**src/rtl/gbn_pkg.sv**
```systemverilog
// Go-Back-N sender window: shared types, codes and constants.
// No dependencies; imported by every other file of the block but gbn_stream_if.
package gbn_pkg;

  localparam int unsigned SEQ_BITS = 16;
  localparam int unsigned CFG_W    = 16;
  localparam int unsigned CFG_IDX_W = 2;

  // largest usable sequence number (all-ones is kept out of use)
  localparam logic [SEQ_BITS-1:0] SEQ_LAST = {{(SEQ_BITS-1){1'b1}}, 1'b0};

  // configuration register indexes
  localparam logic [CFG_IDX_W-1:0] REG_WINDOW  = 2'd0;
  localparam logic [CFG_IDX_W-1:0] REG_TIMEOUT = 2'd1;
  localparam logic [CFG_IDX_W-1:0] REG_TOTAL   = 2'd2;

  // reset values of the configuration registers
  localparam logic [4:0]  WINDOW_RST  = 5'd4;
  localparam logic [15:0] TIMEOUT_RST = 16'd100;
  localparam logic [15:0] TOTAL_RST   = 16'd1;

  // input opcodes
  localparam logic [1:0] OP_SEND = 2'd0;
  localparam logic [1:0] OP_ACK  = 2'd1;
  localparam logic [1:0] OP_TICK = 2'd2;

  typedef enum logic [2:0] {
    K_NONE     = 3'd0,
    K_FULL     = 3'd1,
    K_AWAIT    = 3'd2,
    K_SEND_NEW = 3'd3,
    K_RESEND   = 3'd4,
    K_FINISHED = 3'd5,
    K_ACK_OK   = 3'd6,
    K_ACK_IGN  = 3'd7
  } kind_e;

  typedef struct packed {
    logic [1:0]  op;
    logic [15:0] ack_number;
  } req_t;

  typedef struct packed {
    logic [2:0]  kind;
    logic [15:0] seq_number;
    logic        last_of_run;
    logic [15:0] window_base;
    logic [15:0] next_sequence;
    logic        timer_running;
  } rsp_t;

  // controller -> datapath
  typedef struct packed {
    logic take;  // input transfer this cycle
    logic step;  // emit next resend of a run
  } cmd_t;

  // datapath -> controller
  typedef struct packed {
    logic out_free;     // output register can load this cycle
    logic resend_multi; // current input starts a resend run of two or more
    logic resend_last;  // next resend step is the final one
  } stat_t;

endpackage

```
**src/rtl/gbn_stream_if.sv**
```systemverilog
// Valid/ready stream interface with a typed payload.
// Payload types come from gbn_pkg.
interface gbn_stream_if #(
  parameter type T = logic
) ();
  logic valid;
  logic ready;
  T     data;

  modport source (output valid, output data, input ready);
  modport sink   (input valid, input data, output ready);
endinterface

```
**src/rtl/gbn_ctrl.sv**
```systemverilog
// Go-Back-N sender controller: idle / resend-run state machine.
// Depends on gbn_pkg (cmd_t, stat_t).
module gbn_ctrl import gbn_pkg::*; (
  input  logic  clk_i,
  input  logic  rst_ni,
  input  logic  in_valid_i,
  output logic  in_ready_o,
  input  stat_t stat_i,
  output cmd_t  cmd_o
);

  typedef enum logic [1:0] {
    S_IDLE   = 2'b01,
    S_RESEND = 2'b10
  } state_e;

  state_e state_q, state_d;

  assign in_ready_o = (state_q == S_IDLE) && stat_i.out_free;
  assign cmd_o.take = in_valid_i && in_ready_o;
  assign cmd_o.step = (state_q == S_RESEND) && stat_i.out_free;

  always_comb begin
    state_d = state_q;
    case (state_q)
      S_IDLE: begin
        if (cmd_o.take && stat_i.resend_multi) state_d = S_RESEND;
      end
      S_RESEND: begin
        if (cmd_o.step && stat_i.resend_last) state_d = S_IDLE;
      end
      default: state_d = S_IDLE;
    endcase
  end

  always_ff @(posedge clk_i or negedge rst_ni) begin
    if (!rst_ni) begin
      state_q <= S_IDLE;
    end else begin
      state_q <= state_d;
    end
  end

  a_no_take_in_run: assert property (@(posedge clk_i) disable iff (!rst_ni)
    cmd_o.step |-> !cmd_o.take)
    else $error("input taken during resend run");

endmodule

```
**src/rtl/gbn_dp.sv**
```systemverilog
// Go-Back-N sender datapath: config registers, window/timer state, result register.
// Depends on gbn_pkg; driven by gbn_ctrl commands.
module gbn_dp import gbn_pkg::*; #(
  parameter int unsigned WINDOW_MAX = 16
) (
  input  logic                 clk_i,
  input  logic                 rst_ni,
  input  logic                 cfg_we_i,
  input  logic [CFG_IDX_W-1:0] cfg_idx_i,
  input  logic [CFG_W-1:0]     cfg_wdata_i,
  input  req_t                 in_data_i,
  input  cmd_t                 cmd_i,
  output stat_t                stat_o,
  output logic                 out_valid_o,
  input  logic                 out_ready_i,
  output rsp_t                 out_data_o
);

  localparam int unsigned CNT_W = $clog2(WINDOW_MAX + 1);
  localparam int unsigned EXT_W = SEQ_BITS + 1;

  // configuration
  logic [4:0]  window_q;
  logic [15:0] timeout_q, total_q;

  // window and timer state
  logic [SEQ_BITS-1:0] base_q, base_d, next_q, next_d;
  logic                on_q, on_d;
  logic [15:0]         tcnt_q, tcnt_d;

  // resend run
  logic [CNT_W-1:0] idx_q, idx_d, rcnt_q, rcnt_d;

  // result register
  logic out_valid_q;
  rsp_t rsp_q, rsp_d;
  logic load;

  // decode of the current item
  logic [EXT_W-1:0]    win_s, ack1, elapsed;
  logic [SEQ_BITS-1:0] total_eff, outstanding;
  logic [CNT_W-1:0]    rcount;
  logic                full, done, ack_ign, expire;
  kind_e               kind_d;
  logic [SEQ_BITS-1:0] seq_d;
  logic                last_d;

  always_comb begin
    win_s = (EXT_W'(window_q) > EXT_W'(WINDOW_MAX)) ? EXT_W'(WINDOW_MAX) : EXT_W'(window_q);
    full  = EXT_W'(next_q) >= (EXT_W'(base_q) + win_s);
    total_eff = (total_q > SEQ_LAST) ? SEQ_LAST : total_q;
    done  = next_q > total_eff;
    ack1  = EXT_W'(in_data_i.ack_number) + EXT_W'(1);
    ack_ign = (ack1 < EXT_W'(base_q)) || (ack1 > EXT_W'(next_q));
    elapsed = EXT_W'(tcnt_q) + EXT_W'(1);
    expire  = on_q && (elapsed > EXT_W'(timeout_q));
    outstanding = next_q - base_q;
    rcount = (EXT_W'(outstanding) > EXT_W'(WINDOW_MAX)) ? CNT_W'(WINDOW_MAX)
                                                        : outstanding[CNT_W-1:0];
  end

  assign stat_o.out_free     = !out_valid_q || out_ready_i;
  assign stat_o.resend_multi = (in_data_i.op == OP_TICK) && expire && (rcount > CNT_W'(1));
  assign stat_o.resend_last  = ((idx_q + CNT_W'(1)) == rcnt_q);

  always_comb begin
    base_d = base_q;
    next_d = next_q;
    on_d   = on_q;
    tcnt_d = tcnt_q;
    idx_d  = idx_q;
    rcnt_d = rcnt_q;
    kind_d = K_NONE;
    seq_d  = '0;
    last_d = 1'b1;
    if (cmd_i.take) begin
      case (in_data_i.op)
        OP_SEND: begin
          seq_d = next_q;
          if (full) begin
            kind_d = K_FULL;
          end else if (done) begin
            kind_d = (base_q == next_q) ? K_FINISHED : K_AWAIT;
          end else begin
            kind_d = K_SEND_NEW;
            next_d = next_q + SEQ_BITS'(1);
            if (base_q == next_q) begin
              on_d   = 1'b1;
              tcnt_d = '0;
            end
          end
        end
        OP_ACK: begin
          if (ack_ign) begin
            kind_d = K_ACK_IGN;
          end else begin
            kind_d = K_ACK_OK;
            base_d = ack1[SEQ_BITS-1:0];
            tcnt_d = '0;
            on_d   = (ack1 != EXT_W'(next_q));
          end
        end
        OP_TICK: begin
          if (expire) begin
            tcnt_d = '0;
            on_d   = 1'b1;
            if (rcount != '0) begin
              kind_d = K_RESEND;
              seq_d  = base_q;
              last_d = (rcount == CNT_W'(1));
              idx_d  = CNT_W'(1);
              rcnt_d = rcount;
            end
          end else if (on_q) begin
            tcnt_d = elapsed[15:0];
          end
        end
        default: kind_d = K_NONE;
      endcase
    end else if (cmd_i.step) begin
      kind_d = K_RESEND;
      seq_d  = base_q + SEQ_BITS'(idx_q);
      last_d = stat_o.resend_last;
      idx_d  = idx_q + CNT_W'(1);
    end
  end

  assign load = cmd_i.take || cmd_i.step;

  always_comb begin
    rsp_d.kind          = kind_d;
    rsp_d.seq_number    = seq_d;
    rsp_d.last_of_run   = last_d;
    rsp_d.window_base   = base_d;
    rsp_d.next_sequence = next_d;
    rsp_d.timer_running = on_d;
  end

  always_ff @(posedge clk_i or negedge rst_ni) begin
    if (!rst_ni) begin
      window_q    <= WINDOW_RST;
      timeout_q   <= TIMEOUT_RST;
      total_q     <= TOTAL_RST;
      base_q      <= SEQ_BITS'(1);
      next_q      <= SEQ_BITS'(1);
      on_q        <= 1'b1;
      tcnt_q      <= '0;
      out_valid_q <= 1'b0;
    end else begin
      if (cfg_we_i) begin
        case (cfg_idx_i)
          REG_WINDOW:  window_q  <= cfg_wdata_i[4:0];
          REG_TIMEOUT: timeout_q <= cfg_wdata_i;
          REG_TOTAL:   total_q   <= cfg_wdata_i;
          default: ;
        endcase
      end
      base_q <= base_d;
      next_q <= next_d;
      on_q   <= on_d;
      tcnt_q <= tcnt_d;
      if (load) out_valid_q <= 1'b1;
      else if (out_ready_i) out_valid_q <= 1'b0;
    end
  end

  always_ff @(posedge clk_i) begin
    idx_q  <= idx_d;
    rcnt_q <= rcnt_d;
    if (load) rsp_q <= rsp_d;
  end

  assign out_valid_o = out_valid_q;
  assign out_data_o  = rsp_q;

  a_base_le_next: assert property (@(posedge clk_i) disable iff (!rst_ni)
    base_q <= next_q)
    else $error("window base passed next sequence");

  a_window_bound: assert property (@(posedge clk_i) disable iff (!rst_ni)
    EXT_W'(next_q - base_q) <= EXT_W'(WINDOW_MAX))
    else $error("outstanding count exceeds window limit");

  a_step_follows_resend: assert property (@(posedge clk_i) disable iff (!rst_ni)
    cmd_i.step && out_valid_q |->
      (rsp_q.kind == K_RESEND) && !rsp_q.last_of_run)
    else $error("resend step without open resend run");

endmodule

```
**src/rtl/go_back_n_sender_window_top.sv**
```systemverilog
// Go-Back-N sender window control, top level.
// Depends on gbn_pkg, gbn_stream_if, gbn_ctrl and gbn_dp.
//
// Usage:
//   in_if  (sink)   : one transfer per request; op = send / ack / tick,
//                     ack_number used only for acks.
//   out_if (source) : result transfers; every input yields one result,
//                     except a timeout that resends the window, which yields
//                     one result per outstanding sequence, base first.
//                     last_of_run marks the final result of each input.
//   cfg_*           : register writes (window size, timeout, total packets),
//                     done by the user only while the block is idle, which
//                     the block does not enforce.
// Output: a result sits in the output register in the cycle after the input
//   transfer. Throughput: one input per cycle for single-result items while
//   results drain; a resend run of n sequences holds in_if.ready low while
//   it sends one result per unstalled cycle from the shared output register.
// Reset: base and next sequence at 1, timer running with zero elapsed
//   ticks, config registers at 4 / 100 / 1, output register empty.
// Receiver stall: the output register holds its result; the input stays
//   ready only while that register drains in the same cycle.
module go_back_n_sender_window_top import gbn_pkg::*; #(
  parameter int unsigned WINDOW_MAX = 16
) (
  input  logic                 clk_i,
  input  logic                 rst_ni,
  input  logic                 cfg_we_i,
  input  logic [CFG_IDX_W-1:0] cfg_idx_i,
  input  logic [CFG_W-1:0]     cfg_wdata_i,
  gbn_stream_if.sink           in_if,
  gbn_stream_if.source         out_if
);

  cmd_t  cmd;
  stat_t stat;
  logic  in_ready;
  req_t  in_data;
  rsp_t  out_data;

  assign in_data     = in_if.data;
  assign in_if.ready = in_ready;
  assign out_if.data = out_data;

  // sequencing: accepts inputs, walks resend runs
  gbn_ctrl u_ctrl (
    .clk_i      (clk_i),
    .rst_ni     (rst_ni),
    .in_valid_i (in_if.valid),
    .in_ready_o (in_ready),
    .stat_i     (stat),
    .cmd_o      (cmd)
  );

  // window state, timer, config and result register
  gbn_dp #(
    .WINDOW_MAX (WINDOW_MAX)
  ) u_dp (
    .clk_i       (clk_i),
    .rst_ni      (rst_ni),
    .cfg_we_i    (cfg_we_i),
    .cfg_idx_i   (cfg_idx_i),
    .cfg_wdata_i (cfg_wdata_i),
    .in_data_i   (in_data),
    .cmd_i       (cmd),
    .stat_o      (stat),
    .out_valid_o (out_if.valid),
    .out_ready_i (out_if.ready),
    .out_data_o  (out_data)
  );

endmodule

```
**src/flat_wrapper.sv**
```systemverilog
// flat-port wrapper written by rule: the top's interface ports become plain ports
module go_back_n_sender_window_top_flat import gbn_pkg::*;
#(
  parameter int unsigned WINDOW_MAX = 16
)
  (clk_i, rst_ni, cfg_we_i, cfg_idx_i, cfg_wdata_i, in_if_valid, in_if_data, in_if_ready, out_if_valid, out_if_data, out_if_ready);
  gbn_stream_if #(.T(req_t)) in_if_i ();
  gbn_stream_if #(.T(rsp_t)) out_if_i ();
  input  logic clk_i;
  input  logic rst_ni;
  input  logic cfg_we_i;
  input  logic [CFG_IDX_W-1:0] cfg_idx_i;
  input  logic [CFG_W-1:0] cfg_wdata_i;
  input wire logic [$bits(in_if_i.valid)-1:0] in_if_valid;
  input wire logic [$bits(in_if_i.data)-1:0] in_if_data;
  output wire logic [$bits(in_if_i.ready)-1:0] in_if_ready;
  output wire logic [$bits(out_if_i.valid)-1:0] out_if_valid;
  output wire logic [$bits(out_if_i.data)-1:0] out_if_data;
  input wire logic [$bits(out_if_i.ready)-1:0] out_if_ready;
  assign in_if_i.valid = in_if_valid;
  assign in_if_i.data = in_if_data;
  assign in_if_ready = in_if_i.ready;
  assign out_if_valid = out_if_i.valid;
  assign out_if_data = out_if_i.data;
  assign out_if_i.ready = out_if_ready;
  go_back_n_sender_window_top #(.WINDOW_MAX(WINDOW_MAX)) u_core (.clk_i(clk_i), .rst_ni(rst_ni), .cfg_we_i(cfg_we_i), .cfg_idx_i(cfg_idx_i), .cfg_wdata_i(cfg_wdata_i), .in_if(in_if_i), .out_if(out_if_i));
endmodule
```
**config.mk**
```make
export PLATFORM = sky130hd
export DESIGN_NAME = go_back_n_sender_window_top_flat
export DESIGN_NICKNAME = d
export VERILOG_FILES = /design/src/rtl/gbn_pkg.sv /design/src/rtl/gbn_stream_if.sv /design/src/rtl/gbn_ctrl.sv /design/src/rtl/gbn_dp.sv /design/src/rtl/go_back_n_sender_window_top.sv /design/src/flat_wrapper.sv
export SDC_FILE = /design/constraint.sdc
export NUM_CORES = 1
export LEC_CHECK = 0
export ABC_CLOCK_PERIOD_IN_PS = 13400
export BUFFER_PORTS_ARGS = -buffer_cell sky130_fd_sc_hd__buf_2
export CORE_MARGIN = 4
export CORE_UTILIZATION = 25
export CTS_CLUSTER_SIZE = 24
export DETAILED_ROUTE_END_ITERATION = 12
export MAX_ROUTING_LAYER = met4
export PLACE_DENSITY = 0.51
export SLEW_MARGIN = 40
export SYNTH_ARGS = -nofsm -noshare
export SYNTH_HDL_FRONTEND = slang
export SYNTH_SLANG_ARGS = --single-unit
```
**constraint.sdc**
```tcl
create_clock -name clk_i -period 13.4 [get_ports clk_i]
set_input_delay 4.02 -clock clk_i [delete_from_list [all_inputs] [get_ports clk_i]]
set_output_delay 4.02 -clock clk_i [all_outputs]
set_load 0.02 [all_outputs]
```
==> results.py, run 1 <==
metrics = {
    "floorplan": {
        "core-area_um2": 41000,
        "die_w_um": 212,
        "rows": 74,
        "dieArea_um2": 44900,
        "initial_core_util_pct": 25.4,
        "num_io_pins": 96,
        "fp.dieH_um": 212,
    },
    "pwr": {
        "p_clk_share_pct": 26.0,
        "p_sw_mw": 0.726,
        "p_leak_nw": 5.13,
        "p_per_area_nw_per_um2": 151,
        "comb_power_share_pct": 38.3,
        "p_total_mw": 1.83,
        "p_seq_share_pct": 35.7,
        "switching_share_pct": 39.6,
        "vdd.ir_drop.worst_v": 0.0000866,
        "intPower_mw": 1.11,
    },
    "detailed_routing": {
        "drc_errors": 0,
        "antenna_left": 0,
        "wirelength_um": 32400,
        "drtIter0Drc": 472,
        "vias": 8117,
        "avgRoutedWirePerCell_um": 19.5,
        "drt_pass1_iterations": 5,
        "avgViaCountPerCell": 4.90,
    },
    "final_layout": {
        "fillers": 4328,
        "nNetsFinal": 1267,
        "final_common_cell": "ha_1",
        "multiInputGateArea_um2": 5840,
        "area_growth_pct": 16.4,
        "stdcell_count": 1657,
        "final_cell_mix": "ha_1, buf_2, inv_1",
        "seq_area_um2": 4130,
        "drive_gt1_share_pct": 19.6,
        "fin_util_pct": 29.5,
    },
    "sta": {
        "hold_violations": 0,
        "slew_viol_final": 0,
        "setup_violations": 0,
        "fin_tns_setup_ns": 0,
        "hold_slack_ns": 0.504,
        "rsz0062_at_grt": "false",
        "skew_ns": 0.0146,
        "max_freq_mhz": 114,
        "relSlewSlack_pct": 44.1,
        "fin_crit_sh_pct": 65.5,
        "worst_pin_slew_ns": 0.831,
        "fin_crit_ns": 8.78,
    },
    "logic_synthesis": {
        "synth_area_um2": 10400,
        "ys.warnings.count": 0,
        "avgSynthCellArea_um2": 10.3,
        "synth-seq-area-share_pct": 39.7,
        "synth_seq_cells": 152,
        "async_flop_share_pct": 58.6,
        "yosysUniqueCellTypes": 74,
        "synth-edff-count": 63,
        "syn-num-nets": 1168,
        "synth_flop_cell": "dfrtp_1",
        "syn_inst": 1012,
    },
    "cts": {
        "clk_pin_slew_ns": 0.07,
        "clk_latency_ns": 0.45,
        "cts_sinks": 152,
        "root_buffer": "clkbuf_16",
        "holdBufCountCts": 0,
        "cts-resized-gates": 0,
        "cts_setup_buffers": 0,
        "htree_levels": 4,
        "cts_buffer_depth": 2,
        "numCtsBuffers": 17,
        "cts_tree": "done",
    },
    "critical_path": {
        "startpoint_type": "input port",
        "path_class": "input port to output pin",
        "critPathSlowestCell": "nor3b_1",
        "crit_top_cell": "buf_2",
        "path_cells": "buf_2, nor2b_1, nor3b_1, buf_2",
        "crit_path_max_incr_delay_ns": 0.36,
        "cp_num_cells": 4,
        "crit_buf_inv": 2,
        "end_kind": "output pin",
        "path_max_fanout": 4,
        "arrival_ns": 4.76,
        "path_delay_family": "simple AND/OR/NAND/NOR gates",
        "worstPathRequired_ns": 9.38,
        "reg2reg_depth": 19,
    },
    "global_route": {
        "grt_pass1_vias": 8065,
        "grt_max_degree": 60,
        "gr-total-overflow": 0,
        "antenna_found_initial": 2,
        "grt_pass1_wl_um": 49300,
        "grt_util_all_layers_pct": 14.9,
    },
    "placed_design": {
        "dp_hpwl_um": 25600,
        "dpl.cell_count": 1624,
        "gp_congestion": 0.912,
        "numPortBuffers": 95,
    },
    "worst_hold_path": {
        "hold-path-cell-count": 1,
        "hold_path_class": "register to register",
    },
    "status": {
        "status": "completed",
    },
    "flow_run": {
        "maxCapViolCount": 0,
    },
}
-- worst paths after layout --
check / from / to / slack [ns]
worst min-delay path: u_core.u_dp.timeout_q[14]$_DFFE_PN0P_ / u_core.u_dp.timeout_q[14]$_DFFE_PN0P_ / 0.50
worst min register to register: u_core.u_dp.timeout_q[14]$_DFFE_PN0P_ / u_core.u_dp.timeout_q[14]$_DFFE_PN0P_ / 0.50
worst max-delay path: out_if_ready / in_if_ready / 4.62
worst max register to register: u_core.u_dp.window_q[4]$_DFFE_PN0P_ / u_core.u_dp.out_data_o[13]$_DFFE_PP_ / 7.89
max in group asynchronous: rst_ni / u_core.u_dp.base_q[2]$_DFF_PN0_ / 8.96
min in group asynchronous: rst_ni / u_core.u_dp.tcnt_q[12]$_DFFE_PN0P_ / 3.52
-- sequential cells by signal, indices dropped and copies added, names as in the netlist --
register / cells
u_core.u_dp.rcnt_q: 5
u_core.u_dp.window_q: 5
u_core.u_dp.idx_q: 5
u_core.u_dp.out_valid_o: 1
u_core.u_dp.tcnt_q: 16
u_core.u_dp.next_q: 16
u_core.u_dp.timeout_q: 16
u_core.u_dp.on_q: 1
u_core.u_ctrl.state_q: 2
u_core.u_dp.total_q: 16
u_core.u_dp.out_data_o: 53
u_core.u_dp.base_q: 16
-- through the flow --
stage,area [µm²],worst slack (ns)
6_report,12100,4.62
4_1_cts,12100,4.61
3_5_place_dp,11500,4.62
5_1_grt,12100,4.51
3_3_place_gp,11500,4.68
2_1_floorplan,10400,4.68
-- synthesized netlist by cell type, drive strengths merged, types with 16 or more instances --
cell / number / area, µm²
ha: 112 / 1400
inv: 92 / 345
dfrtp: 80 / 2000
xnor2: 64 / 561
edfxtp: 63 / 1890
mux2: 55 / 627
nand2: 50 / 190
a21oi: 48 / 240
nor2: 47 / 176
nand3: 44 / 220
nand4: 37 / 231
a21o: 28 / 210
o21ai: 25 / 125
mux2i: 21 / 210
clkbuf: 20 / 75.1
nor2b: 20 / 125
and3: 18 / 113
nor3: 16 / 85.1
-- cells by family after synthesis --
family,count (synthesis),share of synthesized area (%)
AND/OR/NAND/NOR,286,14.5
adder cells (fa/ha/maj),115,14.0
multiplexers,76,8.05
XOR/XNOR,75,6.31
flip-flops,152,39.7
buffers and inverters,117,4.44
AO/OA/AOI/OAI,191,12.9
-- power by group through the flow --
| stage | Clock (mW) | Combinational, mW | Sequential (mW) |
|---|---|---|---|
| 5_1_grt | 0.506 | 0.787 | 0.665 |
| 3_3_place_gp | 0 | 0.693 | 0.662 |
| 6_report | 0.476 | 0.701 | 0.654 |
| 4_1_cts | 0.487 | 0.705 | 0.655 |
| 2_1_floorplan | 0 | 0.500 | 0.642 |
| 3_5_place_dp | 0 | 0.701 | 0.664 |
-- worst register-to-register path: stages, from the launching register on --
cell and delay [ns]:
dfrtp_1 0.44, nor2b_1 0.24, ha_1 0.27, a21o_1 0.17, a21oi_1 0.21, o21bai_1 0.09
a21oi_1 0.54, nor2_1 0.16, nand2_1 0.22, nor4_1 0.10, xnor2_1 0.16, ha_1 0.35
nand2_1 0.08, a21oi_1 0.06, a211oi_1 0.49, o32a_1 0.34, a31oi_1 0.18, nor4_1 0.77
nand3_1 0.19, xnor2_1 0.19
-- layout make-up --
type,instances,share of cell area [%]
multi-input cells,743,48.2
flip-flops and latches,152,34.1
well taps,532,5.50
repair buffers,105,4.63
clock buffers,18,3.63
inverters,92,2.85
clock inverters,14,1.09
diodes,1,0.0207
-- layer usage --
| layer | up-vias | global-route usage (%) | wire length, µm |
|---|---|---|---|
| met5 | - | - | 0 |
| met4 | 0 | 3.44 | 386 |
| met3 | 28 | 2.77 | 1640 |
| met2 | 182 | 23.9 | 15500 |
| met1 | 3969 | 19.6 | 14900 |
| li1 | 3938 | - | - |
Note: power is estimated with default switching activity, not from simulation.
==> inputs of run 2 (changes only) <==
Settings changed: ABC_AREA from default to 1, ABC_CLOCK_PERIOD_IN_PS 13400 to 8100.
Clock period 13.4 ns to 8.1 ns, I/O delays scaled along.
==> results.py, run 2 <==
metrics = {
    "flow_run": {
        "maxCapViolCount": 0,
    },
    "pwr": {
        "p_per_area_nw_per_um2": 273,
        "p_leak_nw": 6.21,
        "p_total_mw": 3.43,
        "vdd.ir_drop.worst_v": 0.000154,
    },
    "sta": {
        "slew_viol_final": 0,
        "fin_tns_setup_ns": 0,
        "max_freq_mhz": 165,
        "fin_crit_ns": 6.04,
        "fin_crit_sh_pct": 74.6,
        "hold_violations": 0,
        "worst_pin_slew_ns": 0.804,
        "setup_violations": 0,
        "rsz0062_at_grt": "false",
        "relSlewSlack_pct": 45.9,
        "skew_ns": 0.0147,
    },
    "cts": {
        "clk_latency_ns": 0.45,
        "numCtsBuffers": 17,
        "root_buffer": "clkbuf_16",
        "cts-resized-gates": 0,
        "clk_pin_slew_ns": 0.07,
        "htree_levels": 4,
        "holdBufCountCts": 0,
        "cts_buffer_depth": 2,
        "cts_tree": "done",
        "cts_sinks": 152,
        "cts_setup_buffers": 0,
    },
    "final_layout": {
        "area_growth_pct": 16.1,
        "final_common_cell": "nand2_1",
        "stdcell_count": 2088,
        "final_cell_mix": "nand2_1, inv_1, nand3_1",
        "drive_gt1_share_pct": 11.0,
        "n_antenna_cell": 0,
        "nNetsFinal": 1654,
        "largest_register_ffs": 53,
        "postLayoutCellArea_um2": 12600,
    },
    "logic_synthesis": {
        "avgSynthCellArea_um2": 7.73,
        "synth-edff-count": 63,
        "synth.top_cell.area_share_pct": 18.5,
        "synth_area_leaders": "dfrtp_1, edfxtp_1, nand2_1",
        "async_flop_share_pct": 58.6,
        "synth_top_area_cell": "dfrtp_1",
        "yosysMostFrequentCell": "nand2_1",
        "synth_flop_cell": "dfrtp_1",
        "synth_seq_cells": 152,
        "syn-num-nets": 1556,
        "yosysUniqueCellTypes": 45,
        "synth_area_um2": 10800,
        "syn_inst": 1400,
        "synth_commonest_cells": "nand2_1, inv_1, nand3_1",
        "ys.warnings.count": 0,
        "synth-seq-area-share_pct": 38.2,
    },
    "worst_hold_path": {
        "hold_path_class": "register to register",
    },
    "global_route": {
        "met3_usage_pct": 3.19,
        "grt_pass1_wl_um": 52100,
        "busiest_layer": "met2",
        "gr-total-overflow": 0,
        "antenna_found_initial": 0,
        "grt_util_all_layers_pct": 14.6,
        "met2_usage_pct": 22.9,
        "grt_pass1_vias": 9459,
        "grt_max_degree": 66,
        "use_met1_pct": 19.1,
    },
    "detailed_routing": {
        "antenna_left": 0,
        "avgViaCountPerCell": 4.56,
        "drtIter0Drc": 600,
        "drt_pass1_iterations": 6,
        "avgRoutedWirePerCell_um": 15.8,
        "vias": 9530,
        "drc_errors": 0,
        "wirelength_um": 32900,
    },
    "critical_path": {
        "path_max_fanout": 17,
        "startpoint_type": "input port",
        "worstPathRequired_ns": 8.44,
        "end_kind": "register",
        "arrival_ns": 6.38,
        "path_class": "input port to register",
    },
    "placed_design": {
        "gp_congestion": 0.912,
        "numPortBuffers": 95,
        "post_dp_cell_area_um2": 12000,
        "dp_hpwl_um": 26200,
        "dpl.cell_count": 2056,
    },
    "floorplan": {
        "rows": 75,
        "num_io_pins": 96,
        "die_w_um": 216,
        "fp.dieH_um": 216,
        "dieArea_um2": 46700,
        "core-area_um2": 42300,
        "initial_core_util_pct": 25.6,
    },
    "status": {
        "status": "completed",
    },
}
-- run 2: cell count changes in the layout (fill, tap and decap cells not counted), sizes merged, moves of 20 or more --
cell / delta
xor2: +41
mux2: -55
xnor2: -58
a21o: -27
mux2i: -21
nand2: +329
nand3: +75
inv: +128
nor2b: -20
o21ai: +44
nor2: +54
-- run 2: worst max-delay path, cell delays in order --
cell and delay, ns:
buf_2 0.14, nand3_1 0.16, nor3b_1 0.58, nand3_1 0.25
nor4_1 0.24, nand4_1 0.17, nor3_1 0.21, xnor2_1 0.16
inv_1 0.09, ha_1 0.30, nand4_1 0.12, nor3_1 0.26
nand3_1 0.13, nand3_1 0.14, nand2_1 0.14, a21oi_4 0.45
nand2_4 0.22, nand2_1 0.11, nand2_1 0.05
-- run 2: worst paths after layout --
check	from	end	slack, ns	depth (start not counted)
setup reg to reg	u_core.u_dp.window_q[4]$_DFFE_PN0P_	u_core.u_dp.tcnt_q[11]$_DFFE_PN0P_	3.30	26
setup / recovery	in_if_data[0]	u_core.u_dp.tcnt_q[11]$_DFFE_PN0P_	2.06	19
hold / removal	u_core.u_dp.timeout_q[3]$_DFFE_PN0P_	u_core.u_dp.timeout_q[3]$_DFFE_PN0P_	0.49	2
hold reg to reg	u_core.u_dp.timeout_q[3]$_DFFE_PN0P_	u_core.u_dp.timeout_q[3]$_DFFE_PN0P_	0.49	2
min in group asynchronous	rst_ni	u_core.u_dp.tcnt_q[15]$_DFFE_PN0P_	1.88	1
max in group asynchronous	rst_ni	u_core.u_dp.out_valid_o$_DFFE_PN0P_	5.26	2
-- run 2: logic make-up after synthesis --
family	share of synthesized area (%)
AOI/OAI and AO/OA	7.51
xor gates and xnor gates	4.70
adders and majority gates	13.5
buffers and inverters	8.78
DFF	38.2
and+or+nand+nor	27.3
-- run 2: layout make-up --
type / instances / area (µm²)
clock buffer: 22 / 507
clock inverter: 10 / 76.3
fill: 4589 / 29800
inverter: 222 / 833
multi-input combinational: 1003 / 5760
sequential: 152 / 4130
tap: 577 / 722
timing repair buffer: 102 / 534
-- run 2: power breakdown --
| part | total [mW] | internal (mW) | switching [mW] |
|---|---|---|---|
| Combinational | 1.54 | 0.523 | 1.01 |
| Clock | 0.790 | 0.448 | 0.341 |
| Sequential | 1.11 | 0.947 | 0.158 |
-- run 2: per-layer routing --
layer | wire (µm) | vias to the layer above | share of wire, %
li1 | - | 4779 | -
met3 | 2020 | 41 | 6.2
met2 | 14900 | 256 | 45
met5 | 0 | - | 0
met4 | 588 | 0 | 1.8
met1 | 15400 | 4454 | 47
-- run 2: stage by stage --
step                setup WS, ns  hold slack, ns  util (%)
floorplan                   2.69           0.453         -
global placement            1.81           0.471      28.3
detailed placement          1.65           0.475      28.3
CTS                         2.13           0.492      29.7
global route                1.63           0.504      29.7
finish                      2.06           0.487      29.7
